--- src/rtl/core/frs_pkg.sv ---
// ----------------------------------------------------------------------------
// Fragment resequencer package
// Shared widths, status and function codes, sequencer states and the request
// and response types of the shared add/subtract unit.
// ----------------------------------------------------------------------------
package frs_pkg;

    localparam int IDX_W = 32;
    localparam int LEN_W = 10;
    localparam int REF_W = 16;
    localparam int CNT_W = 32;

    // Packed stream layouts, first field in the lowest bits.
    localparam int IN_DATA_W  = 64;
    localparam int OUT_DATA_W = 96;

    // Input kind carried on the slave tuser.
    localparam logic FUNC_START = 1'b0;
    localparam logic FUNC_FRAG  = 1'b1;

    typedef enum logic [2:0] {
        ST_RELEASED = 3'd0,
        ST_BUFFERED = 3'd1,
        ST_STALE    = 3'd2,
        ST_BEYOND   = 3'd3,
        ST_STARTED  = 3'd4
    } t_status;

    typedef enum logic [2:0] {
        S_IDLE,
        S_DIST,
        S_CLASS,
        S_INC,
        S_CHECK,
        S_READ,
        S_EMIT
    } t_state;

    typedef enum logic {
        ALU_ADD,
        ALU_SUB
    } t_alu_op;

    typedef struct packed {
        t_alu_op            op;
        logic [IDX_W-1:0]   a;
        logic [IDX_W-1:0]   b;
    } t_alu_req;

    typedef struct packed {
        logic [IDX_W-1:0]   sum;
        logic               carry;
    } t_alu_res;

endpackage

--- src/rtl/core/frs_ram.sv ---
// ----------------------------------------------------------------------------
// Generic single-write, single-read RAM
// One write port and one read port with registered read data.
// ----------------------------------------------------------------------------
module frs_ram #(
    parameter int WIDTH = 26,
    parameter int DEPTH = 64
) (
    input  logic                     i_clk,
    input  logic                     i_we,
    input  logic [$clog2(DEPTH)-1:0] i_waddr,
    input  logic [WIDTH-1:0]         i_wdata,
    input  logic                     i_re,
    input  logic [$clog2(DEPTH)-1:0] i_raddr,
    output logic [WIDTH-1:0]         o_rdata
);

    logic [WIDTH-1:0] r_mem [DEPTH];
    logic [WIDTH-1:0] r_rdata;

    // Write port and registered read port.
    always_ff @(posedge i_clk) begin
        if (i_we) begin
            r_mem[i_waddr] <= i_wdata;
        end
        if (i_re) begin
            r_rdata <= r_mem[i_raddr];
        end
    end

    assign o_rdata = r_rdata;

endmodule

--- src/rtl/core/frs_alu.sv ---
// ----------------------------------------------------------------------------
// Fragment resequencer shared arithmetic unit
// One 32-bit adder/subtractor used by the sequencer for the index distance,
// the byte count and the expected index increment.
// ----------------------------------------------------------------------------
module frs_alu
    import frs_pkg::*;
(
    input  t_alu_req i_req,
    output t_alu_res o_res
);

    logic [IDX_W-1:0] w_b;
    logic             w_cin;
    logic [IDX_W:0]   w_full;

    // Subtraction is a plus the inverted b plus one; carry out means no borrow.
    always_comb begin
        w_b    = (i_req.op == ALU_SUB) ? ~i_req.b : i_req.b;
        w_cin  = (i_req.op == ALU_SUB);
        w_full = {1'b0, i_req.a} + {1'b0, w_b} + {{IDX_W{1'b0}}, w_cin};
    end

    assign o_res.sum   = w_full[IDX_W-1:0];
    assign o_res.carry = w_full[IDX_W];

endmodule

--- src/rtl/core/fragment_resequencer_unit.sv ---
// ----------------------------------------------------------------------------
// Fragment resequencer
// Puts data fragments of one transfer back in index order, buffering those
// that arrive early and releasing each unbroken run as it completes.
// ----------------------------------------------------------------------------
// Usage:
//   The slave channel takes one request at a time: tuser selects a start
//   (0) or a data fragment (1). A start clears the expected index, the byte
//   count and every slot, and answers with one result of status started.
//   A fragment answers with one result (buffered, stale or beyond window),
//   or with a run of released results: the fragment itself followed by every
//   buffered successor in order. tlast marks the final result of a request.
//   Steps from acceptance to the load of the output register: a start goes
//   straight to the output step (S_EMIT); a buffered, stale or beyond-window
//   fragment first takes the index distance and the byte count on the shared
//   adder (S_DIST, S_CLASS); an in-order fragment adds the expected index
//   increment (S_INC) before S_CHECK; each buffered successor adds a
//   registered slot RAM read and an index increment (S_READ, S_INC).
//   tready is low from acceptance until the final result is loaded into the
//   output register; a new request may enter while the final result is
//   still held. A stalled master side simply holds the sequencer before
//   its next load.
//   Reset clears the expected index, the byte count and all slot valid bits
//   at once; no clearing pass is needed, the slot RAM is read only where
//   its valid bit is set.
// ----------------------------------------------------------------------------
module fragment_resequencer_unit
    import frs_pkg::*;
#(
    parameter int WINDOW            = 64,
    parameter int MAX_PAYLOAD_BYTES = 1024
) (
    input  logic                  i_clk,
    input  logic                  i_rst_n,
    // Slave side.
    input  logic                  i_s_axis_tvalid,
    output logic                  o_s_axis_tready,
    // tdata: frag_index[31:0], frag_length[41:32], payload_ref[57:42], zero fill
    input  logic [IN_DATA_W-1:0]  i_s_axis_tdata,
    // tuser: func[0]
    input  logic [0:0]            i_s_axis_tuser,
    // Master side.
    output logic                  o_m_axis_tvalid,
    input  logic                  i_m_axis_tready,
    // tdata: out_index[31:0], out_length[41:32], out_ref[57:42],
    //        byte_total[89:58], zero fill
    output logic [OUT_DATA_W-1:0] o_m_axis_tdata,
    // tuser: status[2:0]
    output logic [2:0]            o_m_axis_tuser,
    output logic                  o_m_axis_tlast
);

    localparam int SLOT_W = (WINDOW > 1) ? $clog2(WINDOW) : 1;
    localparam int MEM_W  = LEN_W + REF_W;
    localparam logic [CNT_W-1:0]  MaxLen     = CNT_W'(MAX_PAYLOAD_BYTES);
    localparam logic [IDX_W-1:0]  WindowSize = IDX_W'(WINDOW);
    localparam logic [SLOT_W:0]   WindowWide = (SLOT_W+1)'(WINDOW);
    localparam logic [SLOT_W-1:0] LastSlot   = SLOT_W'(WINDOW - 1);

    // Sequencer and transfer state.
    t_state             r_state, n_state;
    logic [IDX_W-1:0]   r_expected, n_expected;
    logic [CNT_W-1:0]   r_byte_count, n_byte_count;
    logic [WINDOW-1:0]  r_valid, n_valid;
    logic [SLOT_W-1:0]  r_exp_slot, n_exp_slot;

    // Request under work.
    logic [IDX_W-1:0]   r_idx, n_idx;
    logic [LEN_W-1:0]   r_len, n_len;
    logic [REF_W-1:0]   r_ref, n_ref;
    logic               r_stale, n_stale;
    logic               r_far, n_far;
    logic [SLOT_W-1:0]  r_dist_lo, n_dist_lo;

    // Pending result.
    t_status            r_p_status, n_p_status;
    logic [IDX_W-1:0]   r_p_idx, n_p_idx;
    logic [LEN_W-1:0]   r_p_len, n_p_len;
    logic [REF_W-1:0]   r_p_ref, n_p_ref;
    logic [CNT_W-1:0]   r_p_total, n_p_total;

    // Output register.
    logic               r_o_valid, n_o_valid;
    t_status            r_o_status, n_o_status;
    logic [IDX_W-1:0]   r_o_idx, n_o_idx;
    logic [LEN_W-1:0]   r_o_len, n_o_len;
    logic [REF_W-1:0]   r_o_ref, n_o_ref;
    logic [CNT_W-1:0]   r_o_total, n_o_total;
    logic               r_o_last, n_o_last;

    // Shared unit and RAM controls.
    t_alu_req           w_alu_req;
    t_alu_res           w_alu_res;
    logic               w_ram_we;
    logic               w_ram_re;
    logic [MEM_W-1:0]   w_ram_rdata;

    logic               w_accept;
    logic               w_out_free;
    logic               w_next_valid;
    logic               w_hit;
    logic [LEN_W-1:0]   w_len_in;
    logic [LEN_W-1:0]   w_len_sat;
    logic [SLOT_W:0]    w_slot_sum;
    logic [SLOT_W:0]    w_slot_sub;
    logic [SLOT_W-1:0]  w_buf_slot;

    frs_alu u_alu (
        .i_req (w_alu_req),
        .o_res (w_alu_res)
    );

    frs_ram #(
        .WIDTH (MEM_W),
        .DEPTH (WINDOW)
    ) u_slot_ram (
        .i_clk   (i_clk),
        .i_we    (w_ram_we),
        .i_waddr (w_buf_slot),
        .i_wdata ({r_ref, r_len}),
        .i_re    (w_ram_re),
        .i_raddr (r_exp_slot),
        .o_rdata (w_ram_rdata)
    );

    // Handshake and helper terms.
    always_comb begin
        w_accept     = i_s_axis_tvalid && (r_state == S_IDLE);
        w_out_free   = !r_o_valid || i_m_axis_tready;
        w_next_valid = r_valid[r_exp_slot];
        w_hit        = (r_dist_lo == '0);
        w_len_in     = i_s_axis_tdata[IDX_W +: LEN_W];
        w_len_sat    = (CNT_W'(w_len_in) > MaxLen) ? MaxLen[LEN_W-1:0] : w_len_in;
        // Slot of an early fragment: expected slot plus distance, mod window.
        w_slot_sum   = {1'b0, r_exp_slot} + {1'b0, r_dist_lo};
        w_slot_sub   = w_slot_sum - WindowWide;
        w_buf_slot   = (w_slot_sum >= WindowWide) ? w_slot_sub[SLOT_W-1:0]
                                                  : w_slot_sum[SLOT_W-1:0];
    end

    // Next-state logic of the sequencer.
    always_comb begin
        n_state = r_state;
        case (r_state)
            S_IDLE: begin
                if (w_accept) begin
                    n_state = (i_s_axis_tuser[0] == FUNC_START) ? S_EMIT : S_DIST;
                end
            end
            S_DIST: begin
                n_state = S_CLASS;
            end
            S_CLASS: begin
                if (r_stale || r_far || !w_hit) begin
                    n_state = S_EMIT;
                end else begin
                    n_state = S_INC;
                end
            end
            S_INC: begin
                n_state = S_CHECK;
            end
            S_CHECK: begin
                if (w_out_free) begin
                    n_state = w_next_valid ? S_READ : S_IDLE;
                end
            end
            S_READ: begin
                n_state = S_INC;
            end
            S_EMIT: begin
                if (w_out_free) begin
                    n_state = S_IDLE;
                end
            end
            default: begin
                n_state = S_IDLE;
            end
        endcase
    end

    // Datapath controls and register updates per state.
    always_comb begin
        n_expected   = r_expected;
        n_byte_count = r_byte_count;
        n_valid      = r_valid;
        n_exp_slot   = r_exp_slot;
        n_idx        = r_idx;
        n_len        = r_len;
        n_ref        = r_ref;
        n_stale      = r_stale;
        n_far        = r_far;
        n_dist_lo    = r_dist_lo;
        n_p_status   = r_p_status;
        n_p_idx      = r_p_idx;
        n_p_len      = r_p_len;
        n_p_ref      = r_p_ref;
        n_p_total    = r_p_total;
        n_o_status   = r_o_status;
        n_o_idx      = r_o_idx;
        n_o_len      = r_o_len;
        n_o_ref      = r_o_ref;
        n_o_total    = r_o_total;
        n_o_last     = r_o_last;
        n_o_valid    = r_o_valid && !i_m_axis_tready;
        w_alu_req.op = ALU_ADD;
        w_alu_req.a  = '0;
        w_alu_req.b  = '0;
        w_ram_we     = 1'b0;
        w_ram_re     = 1'b0;

        case (r_state)
            S_IDLE: begin
                if (w_accept) begin
                    n_idx = i_s_axis_tdata[IDX_W-1:0];
                    n_len = w_len_sat;
                    n_ref = i_s_axis_tdata[IDX_W+LEN_W +: REF_W];
                    if (i_s_axis_tuser[0] == FUNC_START) begin
                        n_expected   = '0;
                        n_byte_count = '0;
                        n_valid      = '0;
                        n_exp_slot   = '0;
                        n_p_status   = ST_STARTED;
                        n_p_idx      = '0;
                        n_p_len      = '0;
                        n_p_ref      = '0;
                        n_p_total    = '0;
                    end
                end
            end
            S_DIST: begin
                // Distance ahead of the expected index; a borrow marks stale.
                w_alu_req.op = ALU_SUB;
                w_alu_req.a  = r_idx;
                w_alu_req.b  = r_expected;
                n_stale      = !w_alu_res.carry;
                n_far        = (w_alu_res.sum >= WindowSize);
                n_dist_lo    = w_alu_res.sum[SLOT_W-1:0];
            end
            S_CLASS: begin
                // Classify the fragment; count the bytes of an accepted one and buffer an early one.
                w_alu_req.op = ALU_ADD;
                w_alu_req.a  = r_byte_count;
                w_alu_req.b  = IDX_W'(r_len);
                n_p_idx      = r_idx;
                n_p_len      = r_len;
                n_p_ref      = r_ref;
                n_p_total    = r_byte_count;
                if (r_stale) begin
                    n_p_status = ST_STALE;
                end else if (r_far) begin
                    n_p_status = ST_BEYOND;
                end else begin
                    n_byte_count = w_alu_res.sum;
                    n_p_total    = w_alu_res.sum;
                    if (w_hit) begin
                        n_p_status = ST_RELEASED;
                    end else begin
                        n_p_status          = ST_BUFFERED;
                        w_ram_we            = 1'b1;
                        n_valid[w_buf_slot] = 1'b1;
                    end
                end
            end
            S_INC: begin
                // Advance the expected index and its slot; index wrap restarts at slot 0.
                w_alu_req.op = ALU_ADD;
                w_alu_req.a  = r_expected;
                w_alu_req.b  = IDX_W'(1);
                n_expected   = w_alu_res.sum;
                if (w_alu_res.carry || (r_exp_slot == LastSlot)) begin
                    n_exp_slot = '0;
                end else begin
                    n_exp_slot = r_exp_slot + SLOT_W'(1);
                end
            end
            S_CHECK: begin
                // Hand the pending release over; fetch the successor if buffered.
                if (w_out_free) begin
                    n_o_valid  = 1'b1;
                    n_o_status = r_p_status;
                    n_o_idx    = r_p_idx;
                    n_o_len    = r_p_len;
                    n_o_ref    = r_p_ref;
                    n_o_total  = r_p_total;
                    n_o_last   = !w_next_valid;
                    if (w_next_valid) begin
                        w_ram_re            = 1'b1;
                        n_valid[r_exp_slot] = 1'b0;
                        n_p_idx             = r_expected;
                    end
                end
            end
            S_READ: begin
                n_p_status = ST_RELEASED;
                n_p_len    = w_ram_rdata[LEN_W-1:0];
                n_p_ref    = w_ram_rdata[LEN_W +: REF_W];
            end
            S_EMIT: begin
                if (w_out_free) begin
                    n_o_valid  = 1'b1;
                    n_o_status = r_p_status;
                    n_o_idx    = r_p_idx;
                    n_o_len    = r_p_len;
                    n_o_ref    = r_p_ref;
                    n_o_total  = r_p_total;
                    n_o_last   = 1'b1;
                end
            end
            default: begin
                n_o_valid = r_o_valid && !i_m_axis_tready;
            end
        endcase
    end

    // Control registers with reset.
    always_ff @(posedge i_clk) begin
        if (!i_rst_n) begin
            r_state      <= S_IDLE;
            r_expected   <= '0;
            r_byte_count <= '0;
            r_valid      <= '0;
            r_exp_slot   <= '0;
            r_o_valid    <= 1'b0;
        end else begin
            r_state      <= n_state;
            r_expected   <= n_expected;
            r_byte_count <= n_byte_count;
            r_valid      <= n_valid;
            r_exp_slot   <= n_exp_slot;
            r_o_valid    <= n_o_valid;
        end
    end

    // Payload registers.
    always_ff @(posedge i_clk) begin
        r_idx      <= n_idx;
        r_len      <= n_len;
        r_ref      <= n_ref;
        r_stale    <= n_stale;
        r_far      <= n_far;
        r_dist_lo  <= n_dist_lo;
        r_p_status <= n_p_status;
        r_p_idx    <= n_p_idx;
        r_p_len    <= n_p_len;
        r_p_ref    <= n_p_ref;
        r_p_total  <= n_p_total;
        r_o_status <= n_o_status;
        r_o_idx    <= n_o_idx;
        r_o_len    <= n_o_len;
        r_o_ref    <= n_o_ref;
        r_o_total  <= n_o_total;
        r_o_last   <= n_o_last;
    end

    // Port drive.
    assign o_s_axis_tready = (r_state == S_IDLE);
    assign o_m_axis_tvalid = r_o_valid;
    assign o_m_axis_tdata  = {{(OUT_DATA_W-IDX_W-LEN_W-REF_W-CNT_W){1'b0}},
                              r_o_total, r_o_ref, r_o_len, r_o_idx};
    assign o_m_axis_tuser  = r_o_status;
    assign o_m_axis_tlast  = r_o_last;

endmodule

--- config.mk ---
export PLATFORM = sky130hd
export DESIGN_NAME = fragment_resequencer_unit
export DESIGN_NICKNAME = d
export VERILOG_FILES = /design/src/rtl/core/frs_pkg.sv /design/src/rtl/core/frs_ram.sv /design/src/rtl/core/frs_alu.sv /design/src/rtl/core/fragment_resequencer_unit.sv
export SDC_FILE = /design/constraint.sdc
export NUM_CORES = 2
export LEC_CHECK = 0
export BUFFER_PORTS_ARGS = -buffer_cell sky130_fd_sc_hd__buf_2
export CORE_MARGIN = 2
export CORE_UTILIZATION = 45
export DETAILED_ROUTE_END_ITERATION = 6
export SYNTH_ARGS = -nofsm -noshare
export SYNTH_HDL_FRONTEND = slang
export SYNTH_HIERARCHICAL = 1
export SYNTH_SLANG_ARGS = --single-unit
--- constraint.sdc ---
create_clock -name i_clk -period 7.8 [get_ports i_clk]
set_clock_uncertainty 0.2 [all_clocks]
set_input_delay 0.39 -clock i_clk [delete_from_list [all_inputs] [get_ports i_clk]]
set_output_delay 0.39 -clock i_clk [all_outputs]
set_load 0.02 [all_outputs]
Word-level counts from Yosys, hierarchy flattened
Memory sizes are Yosys's and may differ from the RTL's. A register that Yosys moved wholly into a read port is not among the register bits.
Cells that the tools add are included.
{ "classes": {"add_sub_neg": 5, "n_lt_le_gt_ge": 6, "n_eq_ne": 15, "mux": 63, "bitwise": 4, "reduce_logical": 30} }
{ "op_table": {"columns": ["operator", "n"], "rows": [
  ["$mux W64", 7],
  ["$mux W32", 7],
  ["$pmux W65 S3", 1],
  ["$pmux W64 S3", 1],
  ["$pmux W32 S2", 2],
  ["$pmux W32 S3", 1],
  ["$and A64 B64 Y64", 1],
  ["$not A64 Y64", 1],
  ["$or A64 B64 Y64", 1],
  ["$pmux W16 S3", 1],
  ["$add A32 B32 Y33", 1],
  ["$add A33 B1 Y33", 1],
  ["$ge A32 B7 Y1 const B", 1],
  ["$mux W16", 2],
  ["$not A32 Y32", 1],
  ["$pmux W10 S3", 1],
  ["$mux W3", 8],
  ["$mux W6", 4],
  ["$pmux W3 S7", 1],
  ["$mux W10", 2],
  ["$mux W1", 17],
  ["$reduce_and A3 Y1", 5],
  ["$lt A6 B7 Y1 const B", 2],
  ["$ne A2 B2 Y1 const B", 7],
  ["27 further kinds", 47]
]} }
{ "totals": {"ff_bits": 391, "mem_bits_rw": 1664, "input_bits": 69, "out_inout_bits": 102, "word_cells": 147, "mem_count": 1} }
{ "memory_table": {"columns": ["memory", "words", "width", "rd", "rd_clocked_by_memory_dff", "write_ports", "line_no", "source"], "rows": [
  ["u_slot_ram.r_mem", 64, 26, 1, 1, 1, "frs_ram.sv:18", "logic [WIDTH-1:0] r_mem [DEPTH];"]
]} }

Depth between registers and ports, before layout
{ "logic_depth": {"depth_word": 12, "ltp_mapped": 21} }

Modules after synthesis
Netlist, hierarchy kept.
{ "modules_own_cells": {"columns": ["mod", "instances", "cells_per_inst", "area_each_um2", "seq_area_each_um2"], "rows": [
  ["frs_ram", 1, 2847, 64425.5, 50748.7],
  ["fragment_resequencer_unit", 1, 1348, 16210.5, 10359.9],
  ["frs_alu", 1, 295, 2132.0, 0.0]
]} }

Worst setup path before layout
Ideal clock, no wire load.
{ "synth_timing": {"kind": "register to register", "start": "reg r_state[1]", "end": "reg r_far (data pin)", "t_arrival_ns": 4.926, "required_ns": 7.327, "slack_ns": 2.401, "path_stages_with_launch": 20, "synth_period_minus_slack_ns": 5.399, "path_cell_list": "dfxtp_1 > clkbuf_1 > clkbuf_1 > nor3b_1 > clkbuf_1 > buf_2 > clkbuf_1 > xor2_1 > ha_1 > nor2b_1 > o2111ai_1 > a31oi_1 > o2111ai_1 > a2111oi_0 > o21ai_1 > a21oi_1 > a31oi_1 > or4_1 > nor4_1 > nand4_1"} }
{ "synth_rtl": {"columns": ["element", "line_no", "source"], "rows": [
  ["start, declared", "fragment_resequencer_unit.sv:61", "t_state r_state, n_state;"],
  ["start signal, assigned", "fragment_resequencer_unit.sv:326", "r_state <= n_state;"],
  ["end signal, assigned", "fragment_resequencer_unit.sv:341", "r_far <= n_far;"],
  ["end, declared", "fragment_resequencer_unit.sv:72", "logic r_far, n_far;"]
]} }

==> impl_metrics.yaml <==
synth:
  synth_area_leaders: "edfxtp_1, mux4_2, dfxtp_1, mux2i_1, a22oi_1"
  synth_ff_type: "edfxtp_1"
  yosysTopAreaCell: "edfxtp_1"
  syn_area_sq_um: 82800
  synthesis.instances: 4490
  yosys_warnings: 6
  ys_types: 74
  synth_commonest_cells: "edfxtp_1, mux4_2, mux2i_1"
  synth-async-reset-ratio_pct: 0
  yosysMostFrequentCell: "edfxtp_1"
  synth_edf_count: 1943
  synth.avg_cell_area_sq_um: 18.4
  synth.ff_latch_count: 2081
  yosys.area.top_type_share_pct: 70.5
  yosysSeqAreaShare_pct: 73.8
route:
  routed_wl_mm: 208
  postRouteAntennaNets: 0
  routed-via-count: 44000
  wl_met3_mm: 13.5
  met1_length_mm: 89.4
  drtIter0Drc: 4997
  remaining_drc_errors: 0
  routedWlPerCell_um: 28.1
  detail_route.first_pass.iterations: 6
  vias_per_cell: 5.94
  highest_layer: "met4"
  dr_wl_met2_mm: 99.7
placement:
  gp_congestion: 0.848
  io_buffers: 158
  dp_cells: 6955
  dp_hpwl_mm: 117
timing:
  period_share_pct: 79.2
  period_minus_slack_ns: 6.18
  fmax_mhz: 162
  hold_viol_final: 0
  setup_violations: 0
  max_slew_margin_pct: 18.9
  tightest_slew_ns: 1.21
  rsz0062_at_grt: "false"
  tns_ns: 0
  drv_slew: 0
power_and_ir_drop:
  clkPwrFrac_pct: 39.6
  p_leak_nw: 29.1
  total_power_mw: 24.1
  p_comb_share_pct: 7.7
  swShare_pct: 23.2
  switchingPower_mw: 5.58
  powerDensity_nw_per_um2: 256
  internal_power_mw: 18.5
  vdd_drop_max_v: 0.000209
  seqPwrFrac_pct: 52.7
setup_path:
  worstPathRequired_ns: 8.18
  worstSetupPathType: "reg -> reg"
  arrival_ns: 6.56
  cp-start-kind: "register"
  r2r-start: "r_state[0]"
  path_max_fanout: 30
  worstSetupEndpointType: "register"
  critPathLaunch: "r_state[0]"
hold_path:
  min_path_type: "in -> reg"
  hp-start: "i_s_axis_tdata[13]"
grt:
  track_usage_pct: 22.0
  grt_remaining_overflow: 0
  antenna_found_initial: 6
  grt_pass1_vias: 43400
  grt_max_degree: 108
  grt_first_pass_wirelength_mm: 300
floorplan:
  die_w_um: 433
  rows: 157
  io_pins: 171
  die_area_sq_um: 187000
  die_y_um: 433
  initial_core_util_pct: 45.3
  coreArea_sq_um: 183000
finish:
  area_growth_pct: 13.4
  instances_no_fill: 7412
  drive_gt1_share_pct: 21.7
  num-nets-final: 4879
clocking:
  cts-root-buf: "clkbuf_16"
  postCtsSetupBuffers: 0
  cts_buffers: 208
  cts-resized-gates: 0
  cts_buffer_depth: 3
  clock_sinks: 2081
  ctsHoldBuffers: 67
  cts_tree: "yes"
  clk_latency_ns: 0.85
  htreeDepth: 4
  clk_pin_slew_ns: 0.06
status:
  outcome: "complete, no violations"
run:
  maxCapViolCount: 0
## logic make-up (layout without fill, tap and decap cells)
kind of cell             after synthesis  count (layout)  synth area share [%]
XOR/XNOR                              66              66                 0.698
AO/OA/AOI/OAI                        696             696                  5.70
other                                  1              18               0.00453
AND/OR/NAND/NOR                      646             646                  3.89
multiplexers                         645             645                  13.4
flip-flops                          2081            2081                  73.8
adder cells (fa/ha/maj)               42              42                 0.653
buffers and inverters                313             754                  1.81
## per-layer routing
layer / global-route usage [%] / vias up
met5: 0 / -
met4: 6.32 / 0
met3: 3.39 / 288
met2: 35.1 / 1572
met1: 31.3 / 23300
li1: - / 18800
## critical path: stages (launching register included)
cell,delay [ns]
dfxtp_2,0.57
buf_4,0.32
nor3b_2,0.23
buf_4,0.37
a22o_1,0.21
xor2_1,0.24
inv_1,0.10
fa_1,0.47
nor2b_1,0.18
o2111ai_1,0.17
a31oi_1,0.38
o2111ai_1,0.24
a2111oi_0,0.67
o21ai_1,0.21
a21oi_1,0.18
a31oi_1,0.10
or4_1,0.55
nor4_1,0.37
nand4_1,0.12
## power groups by stage
stage / Sequential (mW) / Clock (mW) / Combinational [mW]
6_report: 12.7 / 9.53 / 1.86
5_1_grt: 12.7 / 10.1 / 1.99
4_1_cts: 12.7 / 9.71 / 1.87
3_5_place_dp: 12.9 / 0 / 1.84
3_3_place_gp: 12.9 / 0 / 1.81
2_1_floorplan: 13.1 / 0 / 1.04
## final timing paths
path                       to  slack [ns]  cells past startpoint
setup / recovery        r_far        1.62                     18
setup reg to reg        r_far        1.62                     18
hold reg to reg   r_o_idx[16]        0.17                      0
hold / removal      r_idx[13]        0.06                      2
## registers in the layout, indices dropped and copies added (netlist names), 16 cells and up
register and flops:
r_o_total 32, r_byte_count 32, r_p_idx 32, r_o_ref 16
r_p_ref 16, r_p_total 32, r_o_idx 32, u_slot_ram/o_rdata 26
r_valid 64, u_slot_ram/r_mem 1664, r_expected 32, r_ref 16
r_idx 32
## stage by stage
| stage | instance area, sq um | hold slack [ns] | setup WS (ns) | util (%) |
|---|---|---|---|---|
| after floorplan | 82800 | 0.200 | 2.40 | - |
| after global placement | 86700 | 0.203 | 1.60 | 47.4 |
| after detailed placement | 86700 | 0.205 | 1.63 | 47.4 |
| after CTS | 93800 | 0.000778 | 1.59 | 51.3 |
| after global routing | 93900 | 0.0209 | 1.20 | 51.3 |
| final | 93900 | 0.0573 | 1.62 | 51.3 |
## area by class of cell
type | count | area [sq um]
clock inverter | 118 | 1010
inverter | 24 | 90.1
antenna | 12 | 30.0
multi-input combinational | 2101 | 20600
clock buffer | 260 | 5470
sequential | 2081 | 61100
fill | 14600 | 89000
timing repair buffer | 352 | 2450
tap | 2464 | 3080
## placed cells by master, fill, tap and decap left out, drive strengths merged, types with 116 or more instances in the layout
master  netlist  routed
a22oi       153     153
buf         136     285
clkbuf      153     260
dfxtp       138     138
edfxtp     1943    1943
mux2i       245     245
mux4        368     368
nand2       175     175
nor2        157     157
o22ai       116     116
Power figures use the tool's default switching activity.
